<file path="config.mk">
export PLATFORM = sky130hd
export DESIGN_NAME = rc_input_arming_failsafe_unit
export DESIGN_NICKNAME = d
export VERILOG_FILES = /design/src/hw/rtl/rciaf_pkg.sv /design/src/hw/rtl/rc_input_arming_failsafe_unit.sv /design/src/hw/rtl/rciaf_lane.sv /design/src/hw/rtl/rciaf_merge.sv
export SDC_FILE = /design/constraint.sdc
export NUM_CORES = 2
export LEC_CHECK = 0
export ABC_AREA = 1
export BUFFER_PORTS_ARGS = -buffer_cell sky130_fd_sc_hd__buf_2
export CAP_MARGIN = 20
export CORE_MARGIN = 4
export CORE_UTILIZATION = 55
export CTS_BUF_LIST = sky130_fd_sc_hd__clkbuf_16
export DETAILED_ROUTE_END_ITERATION = 8
export GPL_TIMING_DRIVEN = 0
export PLACE_DENSITY = 0.71
export SLEW_MARGIN = 10
export SYNTH_ARGS = -nofsm -noshare
export SYNTH_HDL_FRONTEND = slang
export SYNTH_HIERARCHICAL = 1
export SYNTH_SLANG_ARGS = --single-unit
</file>
<file path="constraint.sdc">
create_clock -name aclk -period 10.7 [get_ports aclk]
set_input_delay 1.605 -clock aclk [delete_from_list [all_inputs] [get_ports aclk]]
set_output_delay 1.605 -clock aclk [all_outputs]
set_load 0.01 [all_outputs]
</file>
<file path="src/hw/rtl/rciaf_pkg.sv">
// ----------------------------------------------------------------------------
// rciaf_pkg
// Shared types, constants and helpers for the RC input arming/failsafe unit.
// ----------------------------------------------------------------------------
package rciaf_pkg;

    localparam int NUM_LANES = 4;
    localparam int PCT_W     = 15;
    localparam int THR_W     = 14;
    localparam int CNT_W     = 16;
    localparam int ALPHA_W   = 9;

    localparam logic [THR_W-1:0]   PCT_FULL   = 14'd12800;
    localparam logic [CNT_W-1:0]   CNT_MAX    = 16'hFFFF;
    localparam logic [ALPHA_W-1:0] ALPHA_ONE  = 9'd256;
    localparam logic [15:0]        DIV5_MUL   = 16'd52429;
    localparam int                 DIV5_SHIFT = 18;

    localparam logic [ALPHA_W-1:0] RST_LPF_WEIGHT        = 9'd38;
    localparam logic [CNT_W-1:0]   RST_ARM_HOLD_MS       = 16'd2000;
    localparam logic [CNT_W-1:0]   RST_SIGNAL_TIMEOUT_MS = 16'd500;
    localparam logic [THR_W-1:0]   RST_ARM_THR_LIMIT     = 14'd640;
    localparam logic [THR_W-1:0]   RST_ARM_YAW_THRESHOLD = 14'd11520;

    typedef logic signed [PCT_W-1:0] pct_t;

    typedef enum logic [1:0] {
        CMD_PACKET  = 2'd0,
        CMD_WAKE    = 2'd1,
        CMD_TIMEOUT = 2'd2,
        CMD_TICK    = 2'd3
    } cmd_t;

    typedef enum logic [1:0] {
        PH_IDLE  = 2'd0,
        PH_WAIT  = 2'd1,
        PH_ARMED = 2'd2
    } phase_t;

    typedef enum logic [2:0] {
        REG_LPF_WEIGHT        = 3'd0,
        REG_ARM_HOLD_MS       = 3'd1,
        REG_SIGNAL_TIMEOUT_MS = 3'd2,
        REG_ARM_THR_LIMIT     = 3'd3,
        REG_ARM_YAW_THRESHOLD = 3'd4
    } cfg_idx_t;

    typedef enum logic {
        LANE_THROTTLE = 1'b0,
        LANE_AXIS     = 1'b1
    } lane_kind_t;

    typedef struct packed {
        logic [ALPHA_W-1:0] lpf_weight;
        logic [CNT_W-1:0]   arm_hold_ms;
        logic [CNT_W-1:0]   signal_timeout_ms;
        logic [THR_W-1:0]   arm_thr_limit;
        logic [THR_W-1:0]   arm_yaw_threshold;
    } cfg_t;

    typedef struct packed {
        logic [THR_W-1:0] throttle_pct;
        pct_t             roll_pct;
        pct_t             pitch_pct;
        pct_t             yaw_pct;
        logic             armed;
        phase_t           arm_phase;
        logic             signal_lost;
    } result_t;

    // exact floor(v / 5) for any 16-bit v
    function automatic logic [THR_W-1:0] div5(input logic [15:0] v);
        logic [31:0] prod;
        prod = {16'd0, v} * {16'd0, DIV5_MUL};
        return prod[DIV5_SHIFT +: THR_W];
    endfunction

endpackage

</file>
<file path="src/hw/rtl/rc_input_arming_failsafe_unit.sv">
// ----------------------------------------------------------------------------
// rc_input_arming_failsafe_unit
// RC stick scaling and filtering with stick arming and signal-loss failsafe.
//
//   channel | dir | contents
//   s_*     | in  | packet, wake, timeout or tick transaction
//   m_*     | out | command record on wake and timeout
//   cfg_*   | in  | register write: index, data
//
// Two stages: scale in four lanes, then filter and arming/failsafe update.
// One transaction per cycle unless stage one stalls; m_tvalid comes from the output register.
// m_tready low stalls only wake/timeout transactions waiting in stage one.
// Synchronous reset; no clearing pass follows.
// ----------------------------------------------------------------------------
module rc_input_arming_failsafe_unit (
    input  logic        aclk,
    input  logic        aresetn,
    input  logic        s_tvalid,
    output logic        s_tready,
    input  logic [63:0] s_tdata,   // throttle_us, roll_raw, pitch_raw, yaw_raw
    input  logic [1:0]  s_tuser,   // command
    output logic        m_tvalid,
    input  logic        m_tready,
    output logic [63:0] m_tdata,   // throttle_pct, roll_pct, pitch_pct, yaw_pct,
                                   // armed, arm_phase, zero pad
    output logic [0:0]  m_tuser,   // signal_lost
    input  logic        cfg_valid,
    output logic        cfg_ready,
    input  logic [2:0]  cfg_index,
    input  logic [15:0] cfg_data
);
    import rciaf_pkg::*;

    cfg_t    cfg_reg;
    cfg_t    cfg_next;
    logic    st1_valid_reg;
    logic    st1_valid_next;
    cmd_t    st1_cmd_reg;
    logic    out_valid_reg;
    logic    out_valid_next;
    result_t out_reg;
    result_t merge_result;
    logic    merge_has_result;
    logic    s_acc;
    logic    out_free;
    logic    commit;
    logic    commit_packet;
    pct_t    filt [NUM_LANES];

    always_comb begin
        cfg_next = cfg_reg;
        if (cfg_valid) begin
            case (cfg_idx_t'(cfg_index))
                REG_LPF_WEIGHT:        cfg_next.lpf_weight        = cfg_data[ALPHA_W-1:0];
                REG_ARM_HOLD_MS:       cfg_next.arm_hold_ms       = cfg_data;
                REG_SIGNAL_TIMEOUT_MS: cfg_next.signal_timeout_ms = cfg_data;
                REG_ARM_THR_LIMIT:     cfg_next.arm_thr_limit     = cfg_data[THR_W-1:0];
                REG_ARM_YAW_THRESHOLD: cfg_next.arm_yaw_threshold = cfg_data[THR_W-1:0];
                default:               cfg_next = cfg_reg;
            endcase
        end
    end

    always_comb begin
        out_free       = !out_valid_reg || m_tready;
        commit         = st1_valid_reg && (!merge_has_result || out_free);
        commit_packet  = commit && (st1_cmd_reg == CMD_PACKET);
        s_tready       = !st1_valid_reg || commit;
        s_acc          = s_tvalid && s_tready;
        st1_valid_next = s_acc ? 1'b1 : (commit ? 1'b0 : st1_valid_reg);
        if (commit && merge_has_result) begin
            out_valid_next = 1'b1;
        end else if (m_tready) begin
            out_valid_next = 1'b0;
        end else begin
            out_valid_next = out_valid_reg;
        end
    end

    for (genvar g = 0; g < NUM_LANES; g++) begin : g_lane
        rciaf_lane u_lane (
            .aclk      (aclk),
            .aresetn   (aresetn),
            .kind      ((g == 0) ? LANE_THROTTLE : LANE_AXIS),
            .load      (s_acc),
            .raw       (s_tdata[16*g +: 16]),
            .commit    (commit_packet),
            .alpha     (cfg_reg.lpf_weight),
            .filt_next (filt[g])
        );
    end

    rciaf_merge u_merge (
        .aclk       (aclk),
        .aresetn    (aresetn),
        .commit     (commit),
        .cmd        (st1_cmd_reg),
        .filt       (filt),
        .cfg        (cfg_reg),
        .result     (merge_result),
        .has_result (merge_has_result)
    );

    always_ff @(posedge aclk) begin
        if (!aresetn) begin
            cfg_reg.lpf_weight        <= RST_LPF_WEIGHT;
            cfg_reg.arm_hold_ms       <= RST_ARM_HOLD_MS;
            cfg_reg.signal_timeout_ms <= RST_SIGNAL_TIMEOUT_MS;
            cfg_reg.arm_thr_limit     <= RST_ARM_THR_LIMIT;
            cfg_reg.arm_yaw_threshold <= RST_ARM_YAW_THRESHOLD;
            st1_valid_reg             <= 1'b0;
            out_valid_reg             <= 1'b0;
        end else begin
            cfg_reg       <= cfg_next;
            st1_valid_reg <= st1_valid_next;
            out_valid_reg <= out_valid_next;
        end
    end

    always_ff @(posedge aclk) begin
        if (s_acc) begin
            st1_cmd_reg <= cmd_t'(s_tuser);
        end
        if (commit && merge_has_result) begin
            out_reg <= merge_result;
        end
    end

    assign cfg_ready = 1'b1;
    assign m_tvalid  = out_valid_reg;
    assign m_tdata   = {2'b00, out_reg.arm_phase, out_reg.armed, out_reg.yaw_pct,
                        out_reg.pitch_pct, out_reg.roll_pct, out_reg.throttle_pct};
    assign m_tuser   = out_reg.signal_lost;

    a_st1_hold: assert property (@(posedge aclk) disable iff (!aresetn)
        st1_valid_reg && !commit |=> st1_valid_reg && $stable(st1_cmd_reg))
        else $error("stage one transaction lost while stalled");

    a_lost_zero: assert property (@(posedge aclk) disable iff (!aresetn)
        m_tvalid && m_tuser[0] |-> (m_tdata[58:0] == '0) && (m_tdata[61:60] == PH_IDLE))
        else $error("failsafe record not zeroed and disarmed");

    a_out_range: assert property (@(posedge aclk) disable iff (!aresetn)
        m_tvalid |-> (m_tdata[13:0] <= PCT_FULL) && (m_tdata[59] == (m_tdata[61:60] == PH_ARMED)))
        else $error("record throttle out of range or armed flag mismatch");

endmodule

</file>
<file path="src/hw/rtl/rciaf_lane.sv">
// ----------------------------------------------------------------------------
// rciaf_lane
// One channel: scale raw stick value to 1/128 percent, then low-pass filter.
// ----------------------------------------------------------------------------
module rciaf_lane (
    input  logic                 aclk,
    input  logic                 aresetn,
    input  rciaf_pkg::lane_kind_t kind,
    input  logic                 load,
    input  logic [15:0]          raw,
    input  logic                 commit,
    input  logic [8:0]           alpha,
    output rciaf_pkg::pct_t      filt_next
);
    import rciaf_pkg::*;

    logic [15:0]        thr_off;
    logic signed [16:0] raw_x;
    logic [16:0]        mag;
    logic               neg;
    logic               sat;
    logic               zero;
    logic [15:0]        dividend;
    logic [THR_W-1:0]   quo;
    logic [THR_W-1:0]   mag_out;
    pct_t               scaled_next;
    pct_t               scaled_reg;
    pct_t               filt_reg;

    logic [ALPHA_W-1:0] a_eff;
    logic [ALPHA_W-1:0] w_old;
    logic signed [25:0] old_x;
    logic signed [25:0] new_x;
    logic signed [25:0] wo_x;
    logic signed [25:0] wn_x;
    logic signed [25:0] acc;
    logic [25:0]        acc_mag;
    logic [25:0]        rnd;
    logic [PCT_W-1:0]   q15;

    always_comb begin
        thr_off  = raw - 16'd1000;
        raw_x    = 17'($signed(raw));
        mag      = '0;
        neg      = 1'b0;
        sat      = 1'b0;
        zero     = 1'b0;
        dividend = '0;
        case (kind)
            LANE_THROTTLE: begin
                if (raw <= 16'd1000) begin
                    zero = 1'b1;
                end else if (raw >= 16'd2000) begin
                    sat = 1'b1;
                end else begin
                    dividend = {thr_off[9:0], 6'd0} + 16'd2;
                end
            end
            LANE_AXIS: begin
                neg = raw[15];
                mag = raw[15] ? 17'(-raw_x) : 17'(raw_x);
                if (mag >= 17'd500) begin
                    sat = 1'b1;
                end else begin
                    dividend = {mag[8:0], 7'd0} + 16'd2;
                end
            end
            default: begin
                zero = 1'b1;
            end
        endcase
        quo     = div5(dividend);
        mag_out = zero ? '0 : (sat ? PCT_FULL : quo);
        scaled_next = neg ? -$signed({1'b0, mag_out}) : $signed({1'b0, mag_out});
    end

    always_comb begin
        a_eff   = (alpha > ALPHA_ONE) ? ALPHA_ONE : alpha;
        w_old   = ALPHA_ONE - a_eff;
        old_x   = 26'(filt_reg);
        new_x   = 26'(scaled_reg);
        wo_x    = 26'($signed({1'b0, w_old}));
        wn_x    = 26'($signed({1'b0, a_eff}));
        acc     = old_x * wo_x + new_x * wn_x;
        acc_mag = acc[25] ? 26'(-acc) : 26'(acc);
        rnd     = acc_mag + 26'd128;
        q15     = rnd[8 +: PCT_W];
        filt_next = acc[25] ? -$signed(q15) : $signed(q15);
    end

    always_ff @(posedge aclk) begin
        if (load) begin
            scaled_reg <= scaled_next;
        end
    end

    always_ff @(posedge aclk) begin
        if (!aresetn) begin
            filt_reg <= '0;
        end else if (commit) begin
            filt_reg <= filt_next;
        end
    end

endmodule

</file>
<file path="src/hw/rtl/rciaf_merge.sv">
// ----------------------------------------------------------------------------
// rciaf_merge
// Command record, arming state machine, tick counters and failsafe.
// ----------------------------------------------------------------------------
module rciaf_merge (
    input  logic              aclk,
    input  logic              aresetn,
    input  logic              commit,
    input  rciaf_pkg::cmd_t   cmd,
    input  rciaf_pkg::pct_t   filt [rciaf_pkg::NUM_LANES],
    input  rciaf_pkg::cfg_t   cfg,
    output rciaf_pkg::result_t result,
    output logic              has_result
);
    import rciaf_pkg::*;

    pct_t             rec_reg  [NUM_LANES];
    pct_t             rec_next [NUM_LANES];
    phase_t           phase_reg;
    phase_t           phase_next;
    logic [CNT_W-1:0] hold_reg;
    logic [CNT_W-1:0] hold_next;
    logic [CNT_W-1:0] since_reg;
    logic [CNT_W-1:0] since_next;

    logic               low;
    logic               right;
    logic               left;
    logic               enter_wait;
    logic               timed_out;
    logic signed [15:0] yaw_x;
    logic signed [15:0] thr_x;

    always_comb begin
        low       = $unsigned(rec_reg[0]) < {1'b0, cfg.arm_thr_limit};
        yaw_x     = 16'(rec_reg[3]);
        thr_x     = $signed({2'b00, cfg.arm_yaw_threshold});
        right     = low && (yaw_x > thr_x);
        left      = low && (yaw_x < -thr_x);
        timed_out = since_reg >= cfg.signal_timeout_ms;
    end

    always_comb begin
        phase_next = phase_reg;
        enter_wait = 1'b0;
        if (commit) begin
            case (cmd)
                CMD_WAKE: begin
                    case (phase_reg)
                        PH_IDLE: begin
                            if (right) begin
                                phase_next = PH_WAIT;
                                enter_wait = 1'b1;
                            end
                        end
                        PH_WAIT: begin
                            if (!right) begin
                                phase_next = PH_IDLE;
                            end else if (hold_reg >= cfg.arm_hold_ms) begin
                                phase_next = PH_ARMED;
                            end
                        end
                        PH_ARMED: begin
                            if (left) begin
                                phase_next = PH_IDLE;
                            end
                        end
                        default: begin
                            phase_next = PH_IDLE;
                        end
                    endcase
                end
                CMD_TIMEOUT: begin
                    if (timed_out) begin
                        phase_next = PH_IDLE;
                    end
                end
                default: begin
                    phase_next = phase_reg;
                end
            endcase
        end
    end

    always_comb begin
        rec_next   = rec_reg;
        hold_next  = hold_reg;
        since_next = since_reg;
        if (enter_wait) begin
            hold_next = '0;
        end
        if (commit) begin
            case (cmd)
                CMD_PACKET: begin
                    rec_next   = filt;
                    since_next = '0;
                end
                CMD_TICK: begin
                    if (since_reg != CNT_MAX) begin
                        since_next = since_reg + 16'd1;
                    end
                    if (hold_reg != CNT_MAX) begin
                        hold_next = hold_reg + 16'd1;
                    end
                end
                CMD_TIMEOUT: begin
                    if (timed_out) begin
                        for (int i = 0; i < NUM_LANES; i++) begin
                            rec_next[i] = '0;
                        end
                    end
                end
                default: begin
                    rec_next = rec_reg;
                end
            endcase
        end
    end

    always_comb begin
        result.throttle_pct = rec_next[0][THR_W-1:0];
        result.roll_pct     = rec_next[1];
        result.pitch_pct    = rec_next[2];
        result.yaw_pct      = rec_next[3];
        result.armed        = (phase_next == PH_ARMED);
        result.arm_phase    = phase_next;
        result.signal_lost  = (cmd == CMD_TIMEOUT) && timed_out;
        has_result          = (cmd == CMD_WAKE) || (cmd == CMD_TIMEOUT);
    end

    always_ff @(posedge aclk) begin
        if (!aresetn) begin
            phase_reg <= PH_IDLE;
            hold_reg  <= '0;
            since_reg <= '0;
            for (int i = 0; i < NUM_LANES; i++) begin
                rec_reg[i] <= '0;
            end
        end else begin
            phase_reg <= phase_next;
            hold_reg  <= hold_next;
            since_reg <= since_next;
            rec_reg   <= rec_next;
        end
    end

endmodule

</file>
* Word level (Yosys, flattened, before mapping)
Index checks and enable logic that the tools add are counted.
Word-level totals: output and inout bits 68, flip-flop bits (word level) 349, bits of input ports 90, word-level logic and storage cells 187
Cells by class: multiplexer cells 55, $lt $le $gt $ge 11, multiply operators 12, reductions and logical operators 29, equal/unequal tests 14, $add $sub $neg 31
Operator list (number):
- $mul A15 B10 Y25 | 7
- $mux W16 | 10
- $mul A16 B16 Y32 const B | 4
- $pmux W60 S2 | 1
- $mux W14 | 7
- $add A23 B8 Y23 const B | 4
- $mux W23 | 4
- $neg A23 Y23 | 4
- $add A25 B25 Y26 | 3
- $add A16 B2 Y16 const B | 4
- $mux W15 | 4
- $mux W60 | 1
- $neg A15 Y15 | 4
- $mux W59 | 1
- $ge A17 B9 Y1 const B | 3
- $mux W17 | 3
- $neg A16 Y17 | 3
- $neg A14 Y15 | 3
- $add A16 B1 Y16 const B | 2
- $ge A16 B16 Y1 | 2
- $ne A16 B16 Y1 const B | 2
- $pmux W16 S2 | 1
- $add A25 B24 Y26 | 1
- $mul A14 B9 Y23 | 1
- 29 further kinds | 73

* Longest topological paths before layout
depth after elaboration 12, mapped depth 61, mapped depth without buffers 59

* Cells and area by module
The synthesis kept the hierarchy.
Modules (own cells, without submodules):
- rciaf_lane (g_lane[0].u_lane) | cells each 2393, instances 1, area an instance 17971.0 µm², seq. area each 750.7 µm²
- rciaf_lane (g_lane[2].u_lane) | cells each 2434, instances 1, area an instance 17967.2 µm², seq. area each 750.7 µm²
- rciaf_lane (g_lane[1].u_lane) | cells each 2389, instances 1, area an instance 17949.7 µm², seq. area each 750.7 µm²
- rciaf_lane (g_lane[3].u_lane) | cells each 2417, instances 1, area an instance 17879.6 µm², seq. area each 750.7 µm²
- rciaf_merge | cells each 963, instances 1, area an instance 6399.9 µm², seq. area each 1881.8 µm²
- rc_input_arming_failsafe_unit | cells each 455, instances 1, area an instance 4810.9 µm², seq. area each 3373.2 µm²

* Worst setup path after synthesis
OpenSTA, ideal clock, no wires.
path kind register to register, start point reg cfg_reg[68] in the netlist's numbering, end point reg out_reg, in the netlist m_tdata[28], data pin, buffers on the path 4, period minus slack after synthesis 9287 ps, stages on the path, launching flop included 49, path slack 1413 ps, required time 10447 ps, data arrival time 9033 ps, library setup time 253 ps, cells stage by stage dfxtp_1 -> buf_6 -> clkinv_4 -> nand2_4 -> clkbuf_1 -> ha_1 -> nand2_1 -> nor2_1 -> nand2_1 -> nand2_1 -> clkbuf_1 -> nor2_1 -> fa_1 -> inv_1 -> fa_1 -> inv_1 -> fa_1 -> inv_1 -> (+13 left out) -> buf_6 -> nand2_1 -> nand2_2 -> inv_1 -> ha_1 -> xor2_1 -> ha_1 -> nand3_1 -> nor2_2 -> nand3_2 -> nor2_2 -> nand2_2 -> nand2_4 -> nand3_1 -> nand2_1 -> inv_1 -> nand2_1 -> nand2_1
RTL lines:
- start: declaration | line rc_input_arming_failsafe_unit.sv:34 | cfg_t cfg_reg;
- start signal: assignment | line rc_input_arming_failsafe_unit.sv:114 | cfg_reg <= cfg_next;
- end signal: assignment | line rc_input_arming_failsafe_unit.sv:125 | out_reg <= merge_result;
- end: declaration | line rc_input_arming_failsafe_unit.sv:41 | result_t out_reg;

==> results by group <==
Outcome
  • Outcome: complete, no violations

Clock network
  • Num CTS Buffers: 42
  • Clock slew at reported path FFs: 60 ps
  • Root buffer cell: clkbuf_16
  • CTS Buffer Depth: 3
  • Clock sinks: 350
  • Skew-Pair Late Insertion Delay: 640 ps
  • Hold-fix buffers at CTS: 0
  • H-tree depth: 2
  • CTS tree: built

Yosys
  • Syn_area_per_cell: 7.51 µm²
  • Synth cell types: 75
  • Post-Synth Adder-Cell Area: 0.454
  • Synth Area in Compound Gates: 0.0532
  • EDFF count, synth: 125
  • Synth Area in XOR/XNOR: 0.0220
  • Cell count after synthesis: 11.1k
  • Syn Std Cell Area: 83000 µm²
  • Top_reg_cell synth: dfxtp_1
  • Largest family of logic cells by synthesized area: adder cells
  • Ys Warns: 6
  • Simple-gate share of the synthesized area: 0.243
  • Ys async rst share: 0
  • Mux contribution to synthesized area: 0
  • Sequential fraction of the synthesis area: 0.0995
  • Seq cells post-synth: 350

Detailed routing
  • WL final: 227 mm
  • Initial DRC count: 5294
  • Antenna Nets Post-Route: 0
  • Routed vias/inst: 5.33
  • Remaining DRCs: 0
  • Wirelength per Cell: 17.0 µm
  • Via count: 71.1k
  • TritonRoute pass-1 iters: 9

STA
  • Crit path time final: 10280 ps
  • Max Fclk: 97.3 MHz
  • Worst-margin pin slew: 1130 ps
  • Clk_skew: 36.4 ps
  • Max-slew headroom: 0.244
  • Endpoints failing setup: 0
  • RSZ-0062 raised after global routing: yes
  • Max-slew violation count: 0
  • Period utilization: 0.961
  • Final hold viol count: 0

Floorplan
  • Die area: 157000 µm²
  • I/O pins: 158
  • Die Wd: 396 µm
  • Row cnt: 142
  • Die Ht: 396 µm
  • Initial core utilization: 0.553
  • Total core area: 150000 µm²

Global route
  • Met2 Use GR: 0.463
  • Overall Global Routing Usage: 0.291
  • GRT overflow: 0
  • Grt met3 use: 0.0515
  • GRT met1 Usage: 0.410
  • Vias in the first global route: 72.0k
  • Largest net degree at the start of global routing: 55
  • Antenna violations before repair: 5
  • Global-route wire length before repair: 372 mm
  • Top Usage Layer GRT: met2

Placement
  • IO buf count: 148
  • Placer Congestion: 0.951
  • DP HPWL: 197 mm

Worst hold path
  • Worst hold path type: reg2reg

Worst setup path
  • Slowest-stage cell, CP: fa_1
  • Critical path type: reg2reg
  • Worst Setup End Kind: flop
  • Crit path DAT: 10820 ps
  • CP startpoint kind: flop
  • CP required: 11240 ps
  • CP max stage delay: 600 ps
  • CP max FO: 10

Final layout
  • Final core occ: 0.590
  • Layout area overhead: 6.66%
  • Share of cells above drive strength 1: 0.0706
  • Final #Nets: 13.6k
  • Max reg flops: 69

Flow run
  • Max cap viols: 0
==> cell families after synthesis <==
family,Yosys count
AOI/OAI and AO/OA,809
xor gates and xnor gates,194
adders and majority gates,2229
buffers and inverters,2765
DFF,350
other,2
and+or+nand+nor,4702
==> metal layers <==
| layer | vias to the layer above | routed length, µm |
|---|---|---|
| met4 | 4 | 7570 |
| li1 | 34000 | - |
| met5 | - | 18 |
| met3 | 405 | 18400 |
| met1 | 34100 | 100000 |
| met2 | 2550 | 101000 |
==> timing repair <==
item,in CTS,in global routing
gates cloned,0,0
pin swaps,0,16
endpoints found under the hold margin,0,0
setup endpoints to repair,164,160
setup buffers,0,37
resized for setup,29,155
==> layout make-up <==
cell class              instances  area, µm²
clock inverters                35        395
well taps                    2016       2520
multi-input cells            7946      64400
diodes                          2       5.00
clock buffers                  43       1080
inverters                    2580       9730
repair buffers                194       1120
fillers                     13900      61500
plain buffers                 175        990
flip-flops and latches        350       8290
==> per-stage QoR <==
step                      worst slack (ps)  hold slack [ps]  TNS (ps)  instance area [µm²]  instances
after floorplan                       1410              429         0                83000      11100
after global placement                -540              441    -28240                86300      13200
after detailed placement              -717              444    -52990                86400      13200
after CTS                             23.4              460         0                87900      13300
after global routing                  -106              483      -659                88500      13300
final                                  422              461         0                88500      13300
==> cells in the final DEF (no fill, tap or decap), drive strengths merged, types with 3 or more instances in the layout <==
cell	synthesis	layout
conb	2	12
clkinv	23	32
nand3	522	522
o21ai	277	277
dfxtp	225	225
fa	1304	1304
bufinv	0	5
o21bai	17	17
ha	925	925
inv	2557	2568
and2	19	19
nor2	1251	1251
or2	24	24
buf	71	276
nor4	19	19
a21o	11	11
a31oi	8	8
nand2	2574	2574
xnor2	62	62
xor2	132	132
o21a	9	9
nor3	83	83
and3	7	7
clkinvlp	0	10
a21oi	442	442
edfxtp	125	125
nand4	122	122
o211ai	8	8
a211oi	16	16
a21boi	3	3
clkbuf	114	136
nand3b	79	79
==> worst paths after layout <==
| path | cells after the start | start | slack [ps] | endpoint |
|---|---|---|---|---|
| worst min-delay path | 2 | cfg_reg[34] | 460 | cfg_reg[34] |
| worst max-delay path | 50 | cfg_reg[68] | 420 | u_merge/rec_reg[59] |
| worst max register to register | 50 | cfg_reg[68] | 420 | u_merge/rec_reg[59] |
| worst min register to register | 2 | cfg_reg[34] | 460 | cfg_reg[34] |
==> worst max-delay path, delay by kind of cell, from the launching register on <==
| family | cells | cell delay [ps] |
|---|---|---|
| AO/OA/AOI/OAI | 4 | 700 |
| buffers and inverters | 13 | 1570 |
| flip-flops | 1 | 450 |
| AND/OR/NAND/NOR | 22 | 2710 |
| adder cells (fa/ha/maj) | 11 | 4720 |
==> synth_stat cells (9+ instances only) <==
cell      number  area, µm²
a211oi_1      16        120
a21o_1        11       82.6
a21oi_1      411       2060
a21oi_2       30        263
and2_1        18        113
buf_2         32        160
buf_6         22        248
clkbuf_1     106        398
clkinv_1      18       67.6
dfxtp_1      225       4500
edfxtp_1     125       3750
fa_1        1304      26100
ha_1         925      11600
inv_1       2505       9400
inv_2         51        191
nand2_1     2468       9260
nand2_2       88        551
nand2_4       18        203
nand3_1      485       2430
nand3_2       36        360
nand3b_1      77        578
nand4_1      121        757
nor2_1      1172       4400
nor2_2        48        300
nor2_4        30        338
nor3_1        82        410
nor4_1        19        119
o21a_1         9       67.6
o21ai_0      243       1220
o21ai_1       33        165
o21bai_1      17        128
or2_2         16        100
xnor2_1       56        490
xor2_1       124       1090
Power is not shown: default switching activity piles up to over one toggle a cycle in this logic, so the estimate is an artifact.
